===== src/smt_pkg.sv =====
// Shared types and constants for the session membership table.
// No dependencies; imported by the interfaces, the slot cell and the top level.
`default_nettype none

package smt_pkg;

   localparam int SLOTS_DEF = 8;   // default number of slots
   localparam int IDX_W     = 6;   // slot index width, covers up to 64 slots
   localparam int FUNC_W    = 2;
   localparam int ID_W      = 31;
   localparam int PORT_W    = 16;
   localparam int OUT_W     = 3;
   localparam int SLOT_W    = 3;   // reported slot field, low bits of the index

   typedef enum logic [1:0] {
      ST_UNUSED  = 2'd0,
      ST_OFFLINE = 2'd1,
      ST_ACTIVE  = 2'd2
   } status_type;

   typedef enum logic [FUNC_W-1:0] {
      FN_REGISTER   = 2'd0,
      FN_DISCONNECT = 2'd1,
      FN_DEREGISTER = 2'd2
   } func_type;

   typedef enum logic [OUT_W-1:0] {
      OUT_NEW      = 3'd0,
      OUT_RECON    = 3'd1,
      OUT_ACTIVE   = 3'd2,
      OUT_FULL     = 3'd3,
      OUT_DISC     = 3'd4,
      OUT_NOTFOUND = 3'd5,
      OUT_DEREG    = 3'd6
   } outcome_type;

   // Command word as it travels down the slot chain, gathering lookup results.
   typedef struct packed {
      logic              valid;
      logic [FUNC_W-1:0] func;
      logic [ID_W-1:0]   ident;
      logic [PORT_W-1:0] port;
      logic              hit;        // first matching used slot seen
      logic [IDX_W-1:0]  hit_idx;
      logic              hit_active;
      logic              free;       // some unused slot seen
      logic [IDX_W-1:0]  free_idx;   // last (highest) unused slot seen
   } tok_type;

   // Write-back broadcast to all cells at the end of a command.
   typedef struct packed {
      logic              en;
      logic [IDX_W-1:0]  idx;
      status_type        status;
      logic              set_port;
      logic              set_ident;
      logic [ID_W-1:0]   ident;
      logic [PORT_W-1:0] port;
   } wr_type;

endpackage

`default_nettype wire


===== src/smt_if.sv =====
// Valid/ready channel interfaces for command and result words.
// Depends on smt_pkg for field widths.
`default_nettype none

interface smt_req_if import smt_pkg::*; ();
   logic              valid;
   logic              ready;
   logic [FUNC_W-1:0] func;
   logic [ID_W-1:0]   participant_id;
   logic [PORT_W-1:0] port;

   modport source (output valid, func, participant_id, port, input ready);
   modport sink   (input valid, func, participant_id, port, output ready);
endinterface

interface smt_rsp_if import smt_pkg::*; ();
   logic              valid;
   logic              ready;
   logic [OUT_W-1:0]  outcome;
   logic [SLOT_W-1:0] slot;

   modport source (output valid, outcome, slot, input ready);
   modport sink   (input valid, outcome, slot, output ready);
endinterface

`default_nettype wire


===== src/smt_cell.sv =====
// One participant slot: holds status, port and identifier, and passes the
// command word on to the next slot each cycle. Depends on smt_pkg.
`default_nettype none

module smt_cell import smt_pkg::*; #(
   parameter logic [IDX_W-1:0] IDX = '0
) (
   input  wire logic    clock,
   input  wire logic    reset,
   input  wire tok_type tok_in,
   input  wire wr_type  wr,
   output tok_type      tok_out
);

   status_type        status_ff;
   logic [PORT_W-1:0] port_ff;
   logic [ID_W-1:0]   ident_ff;
   tok_type           tok_ff, tok_in_nxt;
   logic              match;

   assign match = (status_ff != ST_UNUSED) && (ident_ff == tok_in.ident);

   always_comb begin
      tok_in_nxt = tok_in;
      if (match && !tok_in.hit) begin
         tok_in_nxt.hit        = 1'b1;
         tok_in_nxt.hit_idx    = IDX;
         tok_in_nxt.hit_active = (status_ff == ST_ACTIVE);
      end
      if (status_ff == ST_UNUSED) begin
         tok_in_nxt.free     = 1'b1;
         tok_in_nxt.free_idx = IDX;
      end
   end

   always_ff @(posedge clock) begin
      if (reset) begin
         tok_ff    <= '0;
         status_ff <= ST_UNUSED;
      end else begin
         tok_ff <= tok_in_nxt;
         if (wr.en && wr.idx == IDX) status_ff <= wr.status;
      end
      if (wr.en && wr.idx == IDX && wr.set_port)  port_ff  <= wr.port;
      if (wr.en && wr.idx == IDX && wr.set_ident) ident_ff <= wr.ident;
   end

   assign tok_out = tok_ff;

endmodule

`default_nettype wire


===== src/session_membership_table.sv =====
// Session membership table: a chain of SLOTS slot cells scanned by one command.
// A command passes through the SLOTS cell registers, then the done register and the
// output register. One command at a time: the word walks the chain one slot per cycle
// and the next command enters once the result reaches the output register.
// Reset (synchronous) marks every slot unused at once; no clearing pass.
`default_nettype none

module session_membership_table import smt_pkg::*; #(
   parameter int SLOTS = SLOTS_DEF
) (
   input wire logic clock,
   input wire logic reset,
   smt_req_if.sink  req,
   smt_rsp_if.source rsp
);

   // Command word entering the chain, and the chain taps between cells.
   tok_type tok_chain [SLOTS+1];
   tok_type tail;
   wr_type  wr;

   // Control: busy from accept until the result is in the output register.
   logic              busy_ff;
   logic              done_ff;
   logic [OUT_W-1:0]  done_outcome_ff, done_outcome_in;
   logic [SLOT_W-1:0] done_slot_ff, done_slot_in;
   logic              rsp_valid_ff;
   logic [OUT_W-1:0]  rsp_outcome_ff;
   logic [SLOT_W-1:0] rsp_slot_ff;
   logic              accept;
   logic              move;

   assign req.ready = !busy_ff;
   assign accept    = req.valid && !busy_ff;

   always_comb begin
      tok_chain[0]            = '0;
      tok_chain[0].valid      = accept;
      tok_chain[0].func       = req.func;
      tok_chain[0].ident      = req.participant_id;
      tok_chain[0].port       = req.port;
   end

   genvar gi;
   generate
      for (gi = 0; gi < SLOTS; gi++) begin : g_cell
         smt_cell #(.IDX(IDX_W'(gi))) u_cell (
            .clock   (clock),
            .reset   (reset),
            .tok_in  (tok_chain[gi]),
            .wr      (wr),
            .tok_out (tok_chain[gi+1])
         );
      end
   endgenerate

   assign tail = tok_chain[SLOTS];

   // Resolve the command once its word leaves the last cell; the write
   // lands in the chosen cell at the same edge the result is captured.
   always_comb begin
      wr              = '0;
      wr.ident        = tail.ident;
      wr.port         = tail.port;
      done_outcome_in = OUT_NOTFOUND;
      done_slot_in    = '0;
      case (tail.func)
         FN_REGISTER: begin
            if (tail.hit) begin
               if (!tail.hit_active) begin
                  // offline match: reconnect with the new port
                  wr.en           = tail.valid;
                  wr.idx          = tail.hit_idx;
                  wr.status       = ST_ACTIVE;
                  wr.set_port     = 1'b1;
                  done_outcome_in = OUT_RECON;
                  done_slot_in    = tail.hit_idx[SLOT_W-1:0];
               end else begin
                  done_outcome_in = OUT_ACTIVE;
               end
            end else if (tail.free) begin
               // new participant takes the highest unused slot
               wr.en           = tail.valid;
               wr.idx          = tail.free_idx;
               wr.status       = ST_ACTIVE;
               wr.set_port     = 1'b1;
               wr.set_ident    = 1'b1;
               done_outcome_in = OUT_NEW;
               done_slot_in    = tail.free_idx[SLOT_W-1:0];
            end else begin
               done_outcome_in = OUT_FULL;
            end
         end
         FN_DISCONNECT: begin
            if (tail.hit) begin
               wr.en           = tail.valid;
               wr.idx          = tail.hit_idx;
               wr.status       = ST_OFFLINE;
               done_outcome_in = OUT_DISC;
               done_slot_in    = tail.hit_idx[SLOT_W-1:0];
            end
         end
         default: begin
            // deregister; the unused func code behaves the same
            if (tail.hit) begin
               wr.en           = tail.valid;
               wr.idx          = tail.hit_idx;
               wr.status       = ST_UNUSED;
               done_outcome_in = OUT_DEREG;
               done_slot_in    = tail.hit_idx[SLOT_W-1:0];
            end
         end
      endcase
   end

   // Result moves to the output register once it is free or being taken.
   assign move = done_ff && (!rsp_valid_ff || rsp.ready);

   always_ff @(posedge clock) begin
      if (tail.valid) begin
         done_outcome_ff <= done_outcome_in;
         done_slot_ff    <= done_slot_in;
      end
      if (move) begin
         rsp_outcome_ff <= done_outcome_ff;
         rsp_slot_ff    <= done_slot_ff;
      end
      if (reset) begin
         busy_ff      <= 1'b0;
         done_ff      <= 1'b0;
         rsp_valid_ff <= 1'b0;
      end else begin
         if (accept)      busy_ff <= 1'b1;
         else if (move)   busy_ff <= 1'b0;
         if (tail.valid)  done_ff <= 1'b1;
         else if (move)   done_ff <= 1'b0;
         if (move)             rsp_valid_ff <= 1'b1;
         else if (rsp.ready)   rsp_valid_ff <= 1'b0;
      end
   end

   assign rsp.valid   = rsp_valid_ff;
   assign rsp.outcome = rsp_outcome_ff;
   assign rsp.slot    = rsp_slot_ff;

endmodule

`default_nettype wire

===== src/flat_wrapper.sv =====
// flat-port wrapper written by rule: the top's interface ports become plain ports
module session_membership_table_flat import smt_pkg::*;
#(
   parameter int SLOTS = SLOTS_DEF
)
  (clock, reset, req_valid, req_func, req_participant_id, req_port, req_ready, rsp_valid, rsp_outcome, rsp_slot, rsp_ready);
  smt_req_if req_i ();
  smt_rsp_if rsp_i ();
  input wire logic clock;
  input wire logic reset;
  input wire logic [$bits(req_i.valid)-1:0] req_valid;
  input wire logic [$bits(req_i.func)-1:0] req_func;
  input wire logic [$bits(req_i.participant_id)-1:0] req_participant_id;
  input wire logic [$bits(req_i.port)-1:0] req_port;
  output wire logic [$bits(req_i.ready)-1:0] req_ready;
  output wire logic [$bits(rsp_i.valid)-1:0] rsp_valid;
  output wire logic [$bits(rsp_i.outcome)-1:0] rsp_outcome;
  output wire logic [$bits(rsp_i.slot)-1:0] rsp_slot;
  input wire logic [$bits(rsp_i.ready)-1:0] rsp_ready;
  assign req_i.valid = req_valid;
  assign req_i.func = req_func;
  assign req_i.participant_id = req_participant_id;
  assign req_i.port = req_port;
  assign req_ready = req_i.ready;
  assign rsp_valid = rsp_i.valid;
  assign rsp_outcome = rsp_i.outcome;
  assign rsp_slot = rsp_i.slot;
  assign rsp_i.ready = rsp_ready;
  session_membership_table #(.SLOTS(SLOTS)) u_core (.clock(clock), .reset(reset), .req(req_i), .rsp(rsp_i));
endmodule

===== config.mk =====
export PLATFORM = sky130hd
export DESIGN_NAME = session_membership_table_flat
export DESIGN_NICKNAME = d
export VERILOG_FILES = /design/src/smt_pkg.sv /design/src/smt_if.sv /design/src/smt_cell.sv /design/src/session_membership_table.sv /design/src/flat_wrapper.sv
export SDC_FILE = /design/constraint.sdc
export NUM_CORES = 1
export LEC_CHECK = 0
export ABC_AREA = 1
export BUFFER_PORTS_ARGS = -buffer_cell sky130_fd_sc_hd__buf_2
export CAP_MARGIN = 20
export CORE_ASPECT_RATIO = 0.5
export CORE_MARGIN = 3
export CORE_UTILIZATION = 60
export CTS_CLUSTER_SIZE = 20
export DETAILED_ROUTE_END_ITERATION = 8
export GPL_TIMING_DRIVEN = 0
export PLACE_DENSITY = 0.83
export SYNTH_ARGS = -nofsm -noshare
export SYNTH_HDL_FRONTEND = slang
export SYNTH_SLANG_ARGS = --single-unit

===== constraint.sdc =====
create_clock -name clock -period 5.45 [get_ports clock]
set_input_delay 1.635 -clock clock [delete_from_list [all_inputs] [get_ports clock]]
set_output_delay 1.635 -clock clock [all_outputs]
set_load 0.005 [all_outputs]

# Word level (Yosys, flattened, before mapping)
# Cells that the tools add are included.
[totals]
out_inout_bits = 8
elab_cells = 245
input_bits = 53
register_bits = 671
[op_classes]
mux = 40
reduce_logical = 79
n_bitwise = 1
n_eq_ne = 24
[ops]
columns = ["operator", "count"]
rows = [
  ["$eq 31x31->1", 8],
  ["$mux 8", 8],
  ["$mux 7", 8],
  ["$logic_and 1x1->1", 33],
  ["$reduce_or 2->1", 15],
  ["$eq 6x3->1 const B", 4],
  ["$reduce_bool 2->1", 11],
  ["$mux 10", 2],
  ["$logic_not 2->1", 9],
  ["$mux 9", 2],
  ["$pmux 9 s2", 1],
  ["$eq 2x2->1 const B", 8],
  ["$mux 3", 5],
  ["$eq 6x2->1 const B", 2],
  ["$mux 11", 1],
  ["$logic_not 1->1", 9],
  ["$mux 1", 8],
  ["$mux 2", 4],
  ["$eq 6x1->1 const B", 1],
  ["$logic_not 6->1", 1],
  ["$pmux 3 s2", 1],
  ["$eq 2x1->1 const B", 1],
  ["$logic_or 1x1->1", 1],
  ["$not 1->1", 1],
]

# Logic depth before layout (Yosys ltp)
[depth]
depth_word = 6
mapped_depth = 12
ltp_nobuf = 12

# Cells and area by module
# Synthesis repeated with hierarchy kept, for this count alone.
[unflattened]
cells_unflattened = 3381
hier_area_um2 = 28889.0
[by_module_without_submodules]
columns = ["module", "seq_area_each_um2", "instances", "cells_per_inst", "area_each_um2"]
rows = [
  ["smt_cell (u_core.g_cell[5].u_cell ...)", 2272.2, 2, 408, 3487.1],
  ["smt_cell (u_core.g_cell[3].u_cell)", 2272.2, 1, 452, 3644.7],
  ["smt_cell (u_core.g_cell[4].u_cell)", 2272.2, 1, 407, 3523.4],
  ["smt_cell (u_core.g_cell[0].u_cell)", 2272.2, 1, 409, 3517.1],
  ["smt_cell (u_core.g_cell[2].u_cell)", 2272.2, 1, 406, 3509.6],
  ["smt_cell (u_core.g_cell[1].u_cell)", 2272.2, 1, 408, 3508.4],
  ["smt_cell (u_core.g_cell[7].u_cell)", 2272.2, 1, 405, 3503.4],
  ["session_membership_table", 420.4, 1, 78, 708.2],
]

# Worst setup path before layout
# No wires, ideal clock.
[synth_path]
path_kind = "register to register"
from = "register u_core.g_cell[7].u_cell.tok_ff, in the netlist u_core.g_cell[7].u_cell.tok_out[62]"
to = "register u_core.g_cell[5].u_cell.ident_ff[0], enable pin"
period_less_slack_ns = 2.886
path_buffers = 1
required_ns = 5.031
stages_incl_launch_ff = 9
setup_ns = 0.419
t_arrival_ns = 2.467
setup_slack_ns = 2.564
path_cell_list = "dfxtp_1 nor2_4 nand3_4 buf_6 o21ai_4 inv_2 nor2_2 nand2_2 nor2_1"
[synth_via]
elab_chain_cells = 5
word_cells_on_any_way = 7
classes_between = "eq/ne (2); mux (2); reduce/logical (3)"
[synth_lines]
columns = ["item", "line_no", "text"]
rows = [
  ["from (decl)", "smt_cell.sv:18", "tok_type tok_ff, tok_in_nxt;"],
  ["from (signal assigned)", "smt_cell.sv:41", "tok_ff <= tok_in_nxt;"],
  ["$eq 2x1->1 / $logic_not 2->1 (equally long branches)", "session_membership_table.sv:67", "case (tail.func)"],
  ["$pmux 9 s2", "session_membership_table.sv:67", ""],
  ["$eq 6x3->1", "smt_cell.sv:45", "if (wr.en && wr.idx == IDX && wr.set_ident) ident_ff <= wr.ident;"],
  ["$logic_and 1x1->1", "smt_cell.sv:45", ""],
  ["$logic_and 1x1->1 *", "smt_cell.sv:45", ""],
  ["to (signal assigned)", "smt_cell.sv:45", ""],
  ["to (decl)", "smt_cell.sv:17", "logic [ID_W-1:0] ident_ff;"],
]
# Mark *: on every way between the ends. The rest lies on a longest branch, timed or not.
# A chain may end at the register's enable or synchronous reset.

# Final worst setup path
[layout_path]
from = "input reset"
to = "register u_core.g_cell[0].u_cell.tok_ff, in the netlist u_core.g_cell[0].u_cell.tok_out[38]"
[layout_lines]
columns = ["item", "line_no", "text"]
rows = [
  ["from (decl)", "flat_wrapper.sv:10", "input wire logic reset;"],
  ["to (signal assigned)", "smt_cell.sv:41", ""],
  ["to (decl)", "smt_cell.sv:18", ""],
]
# No word-level cell between the ends.

==> run metrics <==
Synth area leaders=edfxtp_1 34%, dfxtp_1 31%, nand2_1 10%; CTS Buf Count=49; Cell variety after synth=33; worst slew pin tran=0.9975 ns; Chip Height=143.5 um; Synth Flop Type=dfxtp_1; Synth top area share=34.41%; drt total wl=55280 um; Initial Util=62.00%; grt total ovfl=0; Routed Antenna Nets=0; area grow syn2layout=11.33%; Layout fillers=2560; asr flop ratio synth=0%; DRT Pass-1 Iters=7; Hold Fails Final Rpt=0; post_cts resized=0; Routed WL per cell=17.55 um; Setup Skew=0.02146 ns; Ports=61; Crit path max-delay family=buffers and inverters; Yosys top cell by area=edfxtp_1; Worst Hold Launch=u_core.g_cell[5].u_cell.tok_out[62]; worst hold stages=2; dpl ws=1.338 ns; top post-synthesis cells by count=617 x nand2_1, 554 x nor2_1, 487 x inv_1; crit-path max FO=10; Critical R2R Capture=u_core.g_cell[5].u_cell.ident_ff[12]; sequential share of the synthesized area=65.20%; Power Density=337.6 nW/um2; # hold bufs at CTS=0; die width=281.0 um; total of max-cap violations=0; cells on worst reg2reg path=8; slowest CP cell=clkbuf_1; post-layout util=69.02%; CTS tree=yes; Core Area=36600 um2; max-slew violations=0; outcome=finished clean; Critical Path RT=5.86 ns; Bufs on Longest Clock Path=3; Tcrit/Tclk final=66.23%; Peak Freq=0.2770 GHz; CP Capture Type=flop; unrepaired setup endpoints after global routing=no; via count of the routed design=16130; number of global-route vias before repair=15600; most common cell in the netlist=nand2_1; DRT iter0 DRCs=1786; Post-Syn Instances=2524; gpl congestion=0.9518; Post-Syn Area per Cell=8.990 um2; most used cell along the critical path=clkbuf_1; Port Buf Inserts=44; all-layer global routing usage=27.83%; Worst-path clk slew=0.06 ns; Post-CTS Setup Bufs=0; Post-synth EDFFs=260; clock period minus worst slack=3.610 ns; Final #Nets=2677; setup ws final=1.840 ns; Mapped Area=22690 um2; Critical R2R Launch=u_core.g_cell[7].u_cell.tok_out[63]; first-pass GRT wire length=83660 um; Synth Register Bits=609; initial antenna violation count=1; worst hold path type=reg -> reg; fraction of layout cells with a size suffix above 1=5.591%; syn nets=2577; slowest stage delay, CP=0.72 ns; CP Buf/Inv Count=4; Worst Setup Start Kind=input pin; Via-to-Cell Ratio=5.119; DIE AREA=40330 um2; setup tns final=0 ns; DRC viols=0; Leak=10.70 nW; clock sink count=609; final setup fails=0; critical path, cell by cell=buf_2, clkbuf_1, clkbuf_1, clkbuf_1, nor2_1; num rows=49; YS warnings=0; # H-tree levels=2; hold endpoint=u_core.g_cell[6].u_cell.tok_out[62]; Arrival @ worst endpoint=4.02 ns; R2R setup slack=2.84 ns; clk_lat worst skew=0.58 ns; Worst slew margin=33.34%; DP HPWL=40630 um; largest net degree at the start of global routing=32; VDD IR max=0.0002302 V; CP Class=in -> reg; CTS Root Cell=clkbuf_16
==> how the worst max path moves through the flow <==
stage                                              startpoint                                    to  slack [ns]  cells after the start
final                                                   reset   u_core.g_cell[0].u_cell.tok_out[38]        1.84                      5
after global routing                                    reset   u_core.g_cell[0].u_cell.tok_out[38]        1.74                      5
after CTS                                               reset   u_core.g_cell[0].u_cell.tok_out[38]        1.89                      5
after detailed placement                                reset   u_core.g_cell[0].u_cell.tok_out[38]        1.34                      5
after global placement    u_core.g_cell[7].u_cell.tok_out[62]  u_core.g_cell[7].u_cell.ident_ff[10]        1.34                      7
after floorplan           u_core.g_cell[7].u_cell.tok_out[62]   u_core.g_cell[5].u_cell.ident_ff[0]        2.56                      8
==> layer usage <==
metal | global-route usage [%] | routed length (um) | vias to the layer above
met2 | 41.66 | 23280 | 673
met5 | 0 | 0 | -
met3 | 9.692 | 6986 | 101
li1 | - | - | 7724
met4 | 7.243 | 1137 | 0
met1 | 39.04 | 23870 | 7628
==> registers in the layout, summed over array words and instances, names as in the netlist <==
register,count
u_core.rsp.slot,3
u_core.busy_ff,1
u_core.g_cell.u_cell.tok_out,330
u_core.rsp.valid,1
u_core.g_cell.u_cell.ident_ff,248
u_core.done_outcome_ff,3
u_core.g_cell.u_cell.status_ff,16
u_core.rsp.outcome,3
u_core.done_slot_ff,3
u_core.done_ff,1
==> where the power goes <==
group	switching, mW	internal, mW	total (mW)
Combinational	0.162	0.0655	0.228
Clock	1.58	1.92	3.51
Sequential	0.0277	4.76	4.79
==> metrics by stage <==
stage,hold WS [ns],instances,power (mW),area [um2]
2_1_floorplan,0.3883,2524,5.021,22690
4_1_cts,0.4039,3149,8.545,25260
5_1_grt,0.4262,3149,8.764,25260
3_5_place_dp,0.3942,3057,5.113,23680
6_report,0.4031,3150,8.528,25260
3_3_place_gp,0.3920,3052,5.103,23520
==> cell usage in the layout (no fill, tap or decap), types with 2 or more instances in the layout <==
| master | instances |
|---|---|
| nand2_2 | 3 |
| clkbuf_16 | 52 |
| and3_1 | 3 |
| nand4_1 | 10 |
| o21ai_2 | 3 |
| clkbuf_1 | 54 |
| xnor2_1 | 62 |
| inv_2 | 2 |
| nor2b_1 | 2 |
| nor2_4 | 10 |
| edfxtp_1 | 260 |
| nor2_2 | 3 |
| nor3_1 | 2 |
| dfxtp_1 | 349 |
| o22ai_1 | 6 |
| a21oi_1 | 19 |
| nand2_1 | 617 |
| clkbuf_8 | 9 |
| buf_2 | 44 |
| inv_1 | 487 |
| clkinv_1 | 9 |
| xor2_1 | 25 |
| o21ai_0 | 34 |
| a22o_1 | 2 |
| or2_2 | 4 |
| nand3_1 | 25 |
| clkinv_2 | 6 |
| buf_12 | 5 |
| nor2_1 | 546 |
==> layout make-up <==
class | count | area, um2 | area share (%)
Multi-Input combinational cell | 1384 | 5957 | 23.58
Clock inverter | 15 | 97.59 | 0.3863
Tap cell | 484 | 605.6 | 2.397
Clock buffer | 77 | 1485 | 5.879
Timing Repair Buffer | 49 | 320.3 | 1.268
Buffer | 39 | 153.9 | 0.6092
Sequential cell | 609 | 14790 | 58.56
Antenna cell | 1 | 2.502 | 0.009905
Inverter | 492 | 1847 | 7.310
==> worst reg2reg max path, cell delays in order, from the launching register on <==
cell and delay [ns]:
dfxtp_1 0.36, nor2_4 0.19, nand3_4 0.11, buf_6 0.20, o21ai_4 0.24, inv_2 0.07, nor2_2 0.15, nand2_2 0.12
nor2_4 0.76
==> cells by family after synthesis <==
logic type,count (synthesis),share of synthesized area (%)
AOI/OAI and AO/OA,70,1.770
xor gates and xnor gates,87,3.358
buffers and inverters,531,8.817
DFF,609,65.20
and+or+nand+nor,1227,20.86
Power figures use the tool's default switching activity.
